===== src/hdl/qlbs_pkg.sv =====
// Shared types, constants and key function for the quantized LLR bitonic sorter.
package qlbs_pkg;

  localparam int MAX_LEN_DEF       = 64;
  localparam int LLR_FRAC_BITS_DEF = 4;

  localparam int LLR_W      = 11;
  localparam int MAG_W      = 5;
  localparam int IDX_W      = 6;
  localparam int NET_LOG2   = 6;
  localparam int SZ_W       = NET_LOG2 + 1;
  localparam int BANK_AW    = NET_LOG2 - 1;
  localparam int BANK_DEPTH = 1 << BANK_AW;
  localparam int LOG_W      = 3;
  localparam int TIE_W      = 4;
  localparam int CFG_IDX_W  = 2;
  localparam int CFG_DATA_W = 4;

  localparam logic [MAG_W-1:0] MAG_MAX = 5'd31;

  localparam logic [2:0] MODE_FULL    = 3'd1;
  localparam logic [2:0] MODE_MSB2    = 3'd2;
  localparam logic [2:0] MODE_MSB3    = 3'd3;
  localparam logic [2:0] MODE_MSB4    = 3'd4;
  localparam logic [2:0] MODE_MSB3_L1 = 3'd5;
  localparam logic [2:0] MODE_MSB3_L2 = 3'd6;

  localparam logic [CFG_IDX_W-1:0] REG_MODE      = 2'd0;
  localparam logic [CFG_IDX_W-1:0] REG_SORT_LOG2 = 2'd1;
  localparam logic [CFG_IDX_W-1:0] REG_TIE_LOG2  = 2'd2;

  typedef struct packed {
    logic [MAG_W-1:0] mag;
    logic [IDX_W-1:0] idx;
  } entry_t;

  typedef struct packed {
    logic               we;
    logic [BANK_AW-1:0] waddr;
    entry_t             wdata;
    logic [BANK_AW-1:0] raddr;
  } bank_req_t;

  typedef enum logic [2:0] {
    ST_IDLE,
    ST_PREP,
    ST_PAD,
    ST_SORT,
    ST_GAP,
    ST_EMIT_RD,
    ST_EMIT_LD,
    ST_EMIT_HOLD
  } state_t;

  // Composite comparison key: primary bits first, tie-break bits below them.
  function automatic logic [MAG_W-1:0] order_key(logic [MAG_W-1:0] m, logic [2:0] mode,
                                                 logic tb);
    logic [MAG_W-1:0] k;
    case (mode)
      MODE_MSB2:    k = {3'b000, m[4:3]};
      MODE_MSB3:    k = {2'b00, m[4:2]};
      MODE_MSB4:    k = {1'b0, m[4:1]};
      MODE_MSB3_L1: k = tb ? {1'b0, m[4:2], m[0]} : {2'b00, m[4:2]};
      MODE_MSB3_L2: k = tb ? m : {2'b00, m[4:2]};
      default:      k = m;
    endcase
    return k;
  endfunction

endpackage


===== src/hdl/qlbs_bank.sv =====
// One bank of entry storage: one write port and one registered read port.
module qlbs_bank (
  input  logic                clk,
  input  qlbs_pkg::bank_req_t req,
  output qlbs_pkg::entry_t    rdata
);
  import qlbs_pkg::*;

  entry_t mem [BANK_DEPTH];

  always_ff @(posedge clk) begin
    if (req.we) begin
      mem[req.waddr] <= req.wdata;
    end
    rdata <= mem[req.raddr];
  end

endmodule


===== src/hdl/quantized_llr_bitonic_sorter_top.sv =====
// Top level of the quantized LLR bitonic sorter: loading, padding, sorting network and output.
// Loading takes one input item per cycle. After the last item: a set-up state, one padding entry
// per cycle, s*(s+1)/2 network steps (s = log2 of the sort size, size/2 compare-exchanges per
// step at one per cycle on the two-bank store, each step closed by a gap state), a read state,
// then each result is loaded and held until taken; an error result is presented from set-up.
// Reset restores the control state and register defaults; the stores are not cleared.
module quantized_llr_bitonic_sorter_top #(
  parameter int MAX_LEN       = qlbs_pkg::MAX_LEN_DEF,
  parameter int LLR_FRAC_BITS = qlbs_pkg::LLR_FRAC_BITS_DEF
) (
  input  logic                           clk,
  input  logic                           rst,
  input  logic                           s_tvalid,
  output logic                           s_tready,
  input  logic [15:0]                    s_tdata,   // [10:0] llr
  input  logic                           s_tlast,
  output logic                           m_tvalid,
  input  logic                           m_tready,
  output logic [7:0]                     m_tdata,   // [5:0] index
  output logic                           m_tlast,
  output logic                           m_tuser,   // [0] error
  input  logic                           cfg_valid,
  output logic                           cfg_ready,
  input  logic [qlbs_pkg::CFG_IDX_W-1:0]  cfg_index,
  input  logic [qlbs_pkg::CFG_DATA_W-1:0] cfg_data
);
  import qlbs_pkg::*;

  localparam int CNT_W = $clog2(MAX_LEN + 2);
  localparam int MW    = ((LLR_W > MAG_W + LLR_FRAC_BITS) ? LLR_W : MAG_W + LLR_FRAC_BITS) + 1;
  localparam logic [MW-1:0] LIM  = MW'(31 << LLR_FRAC_BITS);
  localparam logic [MW-1:0] HALF = MW'((1 << LLR_FRAC_BITS) >> 1);

  function automatic logic [MAG_W-1:0] llr_mag(logic [LLR_W-1:0] v);
    logic [LLR_W-1:0] a;
    logic [MW-1:0]    ac;
    logic [MW-1:0]    r;
    a  = v[LLR_W-1] ? LLR_W'(-v) : v;
    ac = (MW'(a) > LIM) ? LIM : MW'(a);
    r  = ac + HALF;
    return MAG_W'(r >> LLR_FRAC_BITS);
  endfunction

  function automatic logic [LOG_W-1:0] auto_log2(logic [SZ_W-1:0] n);
    logic [LOG_W-1:0] s;
    s = LOG_W'(NET_LOG2);
    for (int b = NET_LOG2; b >= 0; b--) begin
      if ((SZ_W'(1) << b) >= n) begin
        s = LOG_W'(b);
      end
    end
    return s;
  endfunction

  state_t state, state_next;

  logic [2:0]       mode;
  logic [LOG_W-1:0] sort_log2;
  logic [TIE_W-1:0] tie_log2;

  logic [CNT_W-1:0] count;
  logic [CNT_W-1:0] n_reg;
  logic [LOG_W-1:0] sl;
  logic [TIE_W-1:0] tl;
  logic [LOG_W-1:0] wl;
  logic [LOG_W-1:0] jl;
  logic [BANK_AW-1:0] pcnt;
  logic             last_stage;
  logic [IDX_W-1:0] pad_i;
  logic [IDX_W-1:0] kcnt;

  logic               pend_valid;
  logic               pend_par;
  logic [BANK_AW-1:0] pend_ia;
  logic [BANK_AW-1:0] pend_la;
  logic               pend_asc;
  logic               pend_tb;

  logic             out_valid;
  logic [IDX_W-1:0] out_index;
  logic             out_last;
  logic             out_error;

  bank_req_t req0, req1;
  entry_t    rd0, rd1;

  qlbs_bank u_bank0 (.clk(clk), .req(req0), .rdata(rd0));
  qlbs_bank u_bank1 (.clk(clk), .req(req1), .rdata(rd1));

  logic             in_acc;
  logic             count_ok;
  logic [CNT_W-1:0] n_new;
  logic [IDX_W-1:0] load_addr;
  entry_t           load_entry;
  logic [LOG_W-1:0] sl_calc;
  logic [SZ_W-1:0]  size_calc;
  logic [SZ_W-1:0]  size_cur;
  logic             err;
  logic             pad_done;

  logic [IDX_W-1:0]   p6;
  logic [IDX_W-1:0]   low_mask;
  logic [IDX_W-1:0]   jbit;
  logic [IDX_W-1:0]   pair_i;
  logic [IDX_W-1:0]   pair_l;
  logic [IDX_W:0]     pair_i7;
  logic               pair_par;
  logic [BANK_AW-1:0] pmax;
  logic               tb_mode;
  logic               tb_now;

  entry_t           mi, ml, ni, nl;
  logic [MAG_W-1:0] ki, kl;
  logic             swap;
  logic [IDX_W-1:0] kcnt_inc;
  logic [IDX_W-1:0] emit_sel;

  assign in_acc     = s_tvalid & s_tready;
  assign count_ok   = count < CNT_W'(MAX_LEN);
  assign n_new      = count_ok ? count + CNT_W'(1) : CNT_W'(MAX_LEN + 1);
  assign load_addr  = IDX_W'(count);
  assign load_entry = '{mag: llr_mag(s_tdata[LLR_W-1:0]), idx: load_addr};

  assign sl_calc   = (sort_log2 != '0) ?
                     ((sort_log2 > LOG_W'(NET_LOG2)) ? LOG_W'(NET_LOG2) : sort_log2) :
                     auto_log2(SZ_W'(n_reg));
  assign size_calc = SZ_W'(1) << sl_calc;
  assign size_cur  = SZ_W'(1) << sl;
  assign err       = (n_reg > CNT_W'(MAX_LEN)) || (SZ_W'(n_reg) > size_calc);
  assign pad_done  = (SZ_W'(pad_i) == size_cur - SZ_W'(1));

  assign p6       = IDX_W'(pcnt);
  assign jbit     = IDX_W'(1) << jl;
  assign low_mask = jbit - IDX_W'(1);
  assign pair_i   = (p6 & low_mask) | ((p6 << 1) & ~low_mask & ~jbit);
  assign pair_l   = pair_i | jbit;
  assign pair_i7  = {1'b0, pair_i};
  assign pair_par = ^pair_i;
  assign pmax     = BANK_AW'((size_cur >> 1) - SZ_W'(1));
  assign tb_mode  = (mode == MODE_MSB3_L1) || (mode == MODE_MSB3_L2);
  assign tb_now   = tb_mode && ((5'(wl) + 5'd1) >= 5'(tl));

  assign mi   = pend_par ? rd1 : rd0;
  assign ml   = pend_par ? rd0 : rd1;
  assign ki   = order_key(mi.mag, mode, pend_tb);
  assign kl   = order_key(ml.mag, mode, pend_tb);
  assign swap = pend_asc ? (ki > kl) : (ki < kl);
  assign ni   = swap ? ml : mi;
  assign nl   = swap ? mi : ml;

  assign kcnt_inc = kcnt + IDX_W'(1);
  assign emit_sel = (^kcnt) ? rd1.idx : rd0.idx;

  always_comb begin
    state_next = state;
    s_tready   = 1'b0;
    req0       = '0;
    req1       = '0;
    if (pend_valid) begin
      req0.we    = 1'b1;
      req1.we    = 1'b1;
      req0.waddr = pend_par ? pend_la : pend_ia;
      req0.wdata = pend_par ? nl : ni;
      req1.waddr = pend_par ? pend_ia : pend_la;
      req1.wdata = pend_par ? ni : nl;
    end
    case (state)
      ST_IDLE: begin
        s_tready = 1'b1;
        if (in_acc && count_ok) begin
          if (^load_addr) begin
            req1.we    = 1'b1;
            req1.waddr = load_addr[IDX_W-1:1];
            req1.wdata = load_entry;
          end else begin
            req0.we    = 1'b1;
            req0.waddr = load_addr[IDX_W-1:1];
            req0.wdata = load_entry;
          end
        end
        if (in_acc && s_tlast) begin
          state_next = ST_PREP;
        end
      end
      ST_PREP: begin
        if (err) begin
          state_next = ST_EMIT_HOLD;
        end else if (SZ_W'(n_reg) < size_calc) begin
          state_next = ST_PAD;
        end else if (sl_calc != '0) begin
          state_next = ST_SORT;
        end else begin
          state_next = ST_EMIT_RD;
        end
      end
      ST_PAD: begin
        if (^pad_i) begin
          req1.we    = 1'b1;
          req1.waddr = pad_i[IDX_W-1:1];
          req1.wdata = '{mag: MAG_MAX, idx: pad_i};
        end else begin
          req0.we    = 1'b1;
          req0.waddr = pad_i[IDX_W-1:1];
          req0.wdata = '{mag: MAG_MAX, idx: pad_i};
        end
        if (pad_done) begin
          state_next = ST_SORT;
        end
      end
      ST_SORT: begin
        req0.raddr = pair_par ? pair_l[IDX_W-1:1] : pair_i[IDX_W-1:1];
        req1.raddr = pair_par ? pair_i[IDX_W-1:1] : pair_l[IDX_W-1:1];
        if (pcnt == pmax) begin
          state_next = ST_GAP;
        end
      end
      ST_GAP: begin
        state_next = last_stage ? ST_EMIT_RD : ST_SORT;
      end
      ST_EMIT_RD: begin
        req0.raddr = kcnt[IDX_W-1:1];
        req1.raddr = kcnt[IDX_W-1:1];
        state_next = ST_EMIT_LD;
      end
      ST_EMIT_LD: begin
        state_next = ST_EMIT_HOLD;
      end
      ST_EMIT_HOLD: begin
        if (m_tready) begin
          if (out_last) begin
            state_next = ST_IDLE;
          end else begin
            req0.raddr = kcnt_inc[IDX_W-1:1];
            req1.raddr = kcnt_inc[IDX_W-1:1];
            state_next = ST_EMIT_LD;
          end
        end
      end
      default: state_next = ST_IDLE;
    endcase
  end

  always_ff @(posedge clk) begin
    if (rst) begin
      state <= ST_IDLE;
    end else begin
      state <= state_next;
    end
  end

  always_ff @(posedge clk) begin
    if (rst) begin
      mode      <= MODE_FULL;
      sort_log2 <= '0;
      tie_log2  <= '0;
    end else if (cfg_valid) begin
      case (cfg_index)
        REG_MODE:      mode      <= cfg_data[2:0];
        REG_SORT_LOG2: sort_log2 <= cfg_data[LOG_W-1:0];
        REG_TIE_LOG2:  tie_log2  <= cfg_data;
        default: ;
      endcase
    end
  end

  always_ff @(posedge clk) begin
    if (rst) begin
      count      <= '0;
      pend_valid <= 1'b0;
      out_valid  <= 1'b0;
    end else begin
      pend_valid <= 1'b0;
      case (state)
        ST_IDLE: begin
          if (in_acc) begin
            if (s_tlast) begin
              n_reg <= n_new;
              count <= '0;
            end else begin
              count <= n_new;
            end
          end
        end
        ST_PREP: begin
          sl         <= sl_calc;
          tl         <= (tie_log2 != '0) ? tie_log2 : TIE_W'(sl_calc);
          wl         <= LOG_W'(1);
          jl         <= '0;
          pcnt       <= '0;
          last_stage <= 1'b0;
          kcnt       <= '0;
          pad_i      <= IDX_W'(n_reg);
          if (err) begin
            out_valid <= 1'b1;
            out_index <= '0;
            out_last  <= 1'b1;
            out_error <= 1'b1;
          end
        end
        ST_PAD: begin
          pad_i <= pad_i + IDX_W'(1);
        end
        ST_SORT: begin
          pend_valid <= 1'b1;
          pend_par   <= pair_par;
          pend_ia    <= pair_i[IDX_W-1:1];
          pend_la    <= pair_l[IDX_W-1:1];
          pend_asc   <= ~pair_i7[wl];
          pend_tb    <= tb_now;
          if (pcnt == pmax) begin
            pcnt       <= '0;
            last_stage <= (jl == '0) && (wl == sl);
            if (jl == '0) begin
              if (wl != sl) begin
                wl <= wl + LOG_W'(1);
                jl <= wl;
              end
            end else begin
              jl <= jl - LOG_W'(1);
            end
          end else begin
            pcnt <= pcnt + BANK_AW'(1);
          end
        end
        ST_EMIT_LD: begin
          out_valid <= 1'b1;
          out_index <= emit_sel;
          out_last  <= (SZ_W'(kcnt) + SZ_W'(1)) == SZ_W'(n_reg);
          out_error <= 1'b0;
        end
        ST_EMIT_HOLD: begin
          if (m_tready) begin
            out_valid <= 1'b0;
            if (!out_last) begin
              kcnt <= kcnt_inc;
            end
          end
        end
        default: ;
      endcase
    end
  end

  assign m_tvalid  = out_valid;
  assign m_tdata   = {2'b00, out_index};
  assign m_tlast   = out_last;
  assign m_tuser   = out_error;
  assign cfg_ready = 1'b1;

endmodule


===== config.mk =====
export PLATFORM = sky130hd
export DESIGN_NAME = quantized_llr_bitonic_sorter_top
export DESIGN_NICKNAME = d
export VERILOG_FILES = /design/src/hdl/qlbs_pkg.sv /design/src/hdl/qlbs_bank.sv /design/src/hdl/quantized_llr_bitonic_sorter_top.sv
export SDC_FILE = /design/constraint.sdc
export NUM_CORES = 1
export LEC_CHECK = 0
export BUFFER_PORTS_ARGS = -buffer_cell sky130_fd_sc_hd__buf_2
export CAP_MARGIN = 25
export CELL_PAD_IN_SITES_DETAIL_PLACEMENT = 1
export CELL_PAD_IN_SITES_GLOBAL_PLACEMENT = 1
export CORE_ASPECT_RATIO = 0.8
export CORE_MARGIN = 2
export CORE_UTILIZATION = 43
export DETAILED_ROUTE_END_ITERATION = 10
export MAX_ROUTING_LAYER = met4
export PLACE_DENSITY = 0.76
export SLEW_MARGIN = 40
export SYNTH_ARGS = -nofsm -noshare
export SYNTH_HDL_FRONTEND = slang
export SYNTH_HIERARCHICAL = 1
export SYNTH_SLANG_ARGS = --single-unit

===== constraint.sdc =====
create_clock -name clk -period 4.8 [get_ports clk]
set_input_delay 0.96 -clock clk [delete_from_list [all_inputs] [get_ports clk]]
set_output_delay 0.96 -clock clk [all_outputs]
set_load 0.02 [all_outputs]

==> results.sh <==
export IMPL_grt_util_all_layers_pct=23.4
export IMPL_holdBufCountCts=0
export IMPL_fin_area_um2=40800
export IMPL_dpl_cell_area_um2=38000
export IMPL_path_depth=18
export IMPL_finalHoldViolations=0
export IMPL_place_inst=3658
export IMPL_cpPeakStageDelay_ps=440
export IMPL_final_cells=3822
export IMPL_crit_type="reg -> reg"
export IMPL_fp_row_count=94
export IMPL_finalCritPeriodShare_pct=96.3
export IMPL_clockBufferDepth=3
export IMPL_reg_largest_list="u_bank0/mem (352), u_bank1/mem (352)"
export IMPL_finalNetCount=2709
export IMPL_critPathBufInv=4
export IMPL_worst_setup_path_start_kind="register"
export IMPL_max_slew_worst_pin_slew_ps=808
export IMPL_required_ps=5360
export IMPL_crit_family="buffers and inverters"
export IMPL_dp_slack_ps=102
export IMPL_ant_nets=0
export IMPL_setup_ws_ps=176
export IMPL_area_delta_synth_final_pct=13.4
export IMPL_drt_wl_total_um=99100
export IMPL_hold_slack_ps=532
export IMPL_drv_cap=0
export IMPL_synth_edf_count=763
export IMPL_die_area_um2=86100
export IMPL_drc=0
export IMPL_crit_slowest_cell="edfxtp_1"
export IMPL_power_density_nw_per_um2=492
export IMPL_antenna_found_initial=9
export IMPL_grt_util_met2_pct=36.0
export IMPL_cts_made_buffers=82
export IMPL_synthArstFlopShare_pct=0
export IMPL_dr_first_iter_drc_count=2098
export IMPL_ys_types=86
export IMPL_grt_max_degree=51
export IMPL_vias=22513
export IMPL_final_max_slew_viol_count=0
export IMPL_ys_seq_area_share_pct=66.1
export IMPL_relSlewSlack_pct=46.1
export IMPL_globalRouteOverflowTotal=0
export IMPL_grt_pass1_wl_um=148000
export IMPL_endpoint_kind="register"
export IMPL_ir_worst_vdd_mv=0.337
export IMPL_leakagePower_nw=13.4
export IMPL_boundaryPins=41
export IMPL_first_pass_iters=7
export IMPL_reg2reg_depth=18
export IMPL_p_total_mw=20.1
export IMPL_synthCells=2517
export IMPL_coreArea_um2=82600
export IMPL_viasPerCell=5.89
export IMPL_dp_hpwl_um=63500
export IMPL_min_delay_path_class="reg -> reg"
export IMPL_grtUsageMet1_pct=31.3
export IMPL_start_util_pct=43.6
export IMPL_status="complete, no violations"
export IMPL_setup_viol=0
export IMPL_wl_per_cell_um=25.9
export IMPL_fin_worst_skew_ps=26.0
export IMPL_clk_pin_slew_worst_paths_ps=60
export IMPL_clockRootBuffer="clkbuf_16"
export IMPL_h_tree_depth=3
export IMPL_die_width_um=328
export IMPL_port_buffers=32
export IMPL_fmax_mhz=216
export IMPL_arrival_ps=5180
export IMPL_min_period_ps=4620
export IMPL_busiest_layer="met2"
export IMPL_grt_util_met3_pct=4.94
export IMPL_synth_main_ff_cell="edfxtp_1"
export IMPL_gp_congestion=0.887
export IMPL_worstHoldPathCells=0
export IMPL_avgSynthCellArea_um2=14.3
export IMPL_setup_tns_ps=0
export IMPL_netlist_area_um2=36000
export IMPL_drive_gt1_share_pct=15.2
export IMPL_clkSinkCount=807
export IMPL_yosysWarnings=6
export IMPL_clk_latency_ps=650
export IMPL_crit_fanout=16
export IMPL_final_core_util_pct=49.5
export IMPL_cp_cell_sequence="inv_1 > ha_1 > nand2_1 > ha_1 > mux2i_1 > mux2_2 > xnor2_1 > xnor3_1 > xor2_2 > buf_4 > o31ai_4 > buf_12 > buf_4 > mux2i_1 > a22o_1 > nor3_1 > a31oi_1 > nand3_1"
export IMPL_ys_ff_latch=807
export IMPL_die_h_um=263
export IMPL_tritoncts="built"
export IMPL_grt_pass1_vias=23433
## repair_timing
item                       4_1_cts  5_1_grt
buffers inserted                 0        8
gates resized for setup          0       17
setup endpoints to repair        0      208
## logic make-up after synthesis
family / synth area share [%]
and+or+nand+nor: 7.68
buffers and inverters: 3.26
muxes: 12.0
other: 0.0209
DFF: 66.1
adders and majority gates: 1.22
AOI/OAI and AO/OA: 8.44
xor gates and xnor gates: 1.30
## cell type report
cell class / instances / area (µm²)
Clock inverter: 44 / 424
Inverter: 26 / 97.6
Tap cell: 1104 / 1380
Clock buffer: 105 / 2200
Multi-Input combinational cell: 1525 / 11300
Fill cell: 8148 / 41700
Timing Repair Buffer: 204 / 1650
Antenna cell: 7 / 17.5
Sequential cell: 807 / 23800
## cells in the mapped netlist (4+ instances only)
library cell	instances	share of area, %
or3_1	7	0.12
buf_6	33	1.0
o211ai_1	4	0.083
nand3_1	65	0.90
o22ai_1	11	0.19
nand3b_1	15	0.31
dfxtp_1	44	2.4
inv_1	26	0.27
a2bb2oi_1	4	0.097
xor2_1	21	0.51
buf_1	4	0.042
mux2i_1	405	11
buf_4	16	0.33
nor3_1	41	0.57
a22o_1	48	1.2
a31oi_1	32	0.56
buf_12	8	0.44
nand4_1	25	0.43
nand2b_1	19	0.33
or3b_2	6	0.15
edfxtp_1	763	64
nand2_1	138	1.4
a211oi_1	8	0.17
and3_1	12	0.21
a211o_1	6	0.15
a21boi_0	5	0.10
nor4_1	4	0.069
buf_2	29	0.40
clkbuf_1	70	0.73
ha_1	35	1.2
o31ai_1	5	0.10
o21ai_0	70	0.97
nor2b_1	22	0.38
a21o_1	10	0.21
nor2_1	169	1.8
xnor2_1	28	0.68
o21ai_1	8	0.11
mux2_2	20	0.63
or2_2	6	0.10
a22oi_1	104	2.2
nor3b_1	10	0.21
a21oi_1	77	1.1
and2_1	12	0.21
a221oi_1	9	0.22
## metal layers
| metal | part of all wire [%] | wire length, µm |
|---|---|---|
| met1 | 43 | 42900 |
| met2 | 47 | 46200 |
| met3 | 7.3 | 7230 |
| met4 | 2.8 | 2750 |
| met5 | 0 | 0 |
## power breakdown
group / leakage [nW] / internal (mW) / switching, mW
clock network: 1.29 / 3.59 / 2.75
registers: 7.40 / 8.79 / 0.340
logic: 4.68 / 1.51 / 3.13
## worst paths after layout
path / start / endpoint / slack [ps]
max: jl[1] / u_bank1/rdata[9] / 180
max reg2reg: jl[1] / u_bank1/rdata[9] / 180
min reg2reg: tie_log2[3] / tl[3] / 530
min: tie_log2[3] / tl[3] / 530
## layout by cell type (no fill, tap or decap), types with 10 or more instances in the layout
master	synthesis	layout
a21o_1	10	10
a21oi_1	77	76
a22o_1	48	48
a22oi_1	104	103
a31oi_1	32	25
and2_1	12	12
and3_1	12	12
buf_12	8	13
buf_2	29	32
buf_4	16	156
clkbuf_1	70	18
clkbuf_16	0	83
clkinv_1	0	13
clkinv_2	0	16
dfxtp_1	44	44
edfxtp_1	763	763
ha_1	35	35
inv_1	26	26
mux2_2	20	20
mux2i_1	405	404
nand2_1	138	137
nand2b_1	19	18
nand3_1	65	65
nand3b_1	15	15
nand4_1	25	25
nor2_1	169	168
nor2b_1	22	18
nor3_1	41	37
nor3b_1	10	10
o21ai_0	70	58
o21ai_2	1	13
xnor2_1	28	27
xor2_1	21	21
Note: power is estimated with default switching activity, not from simulation.
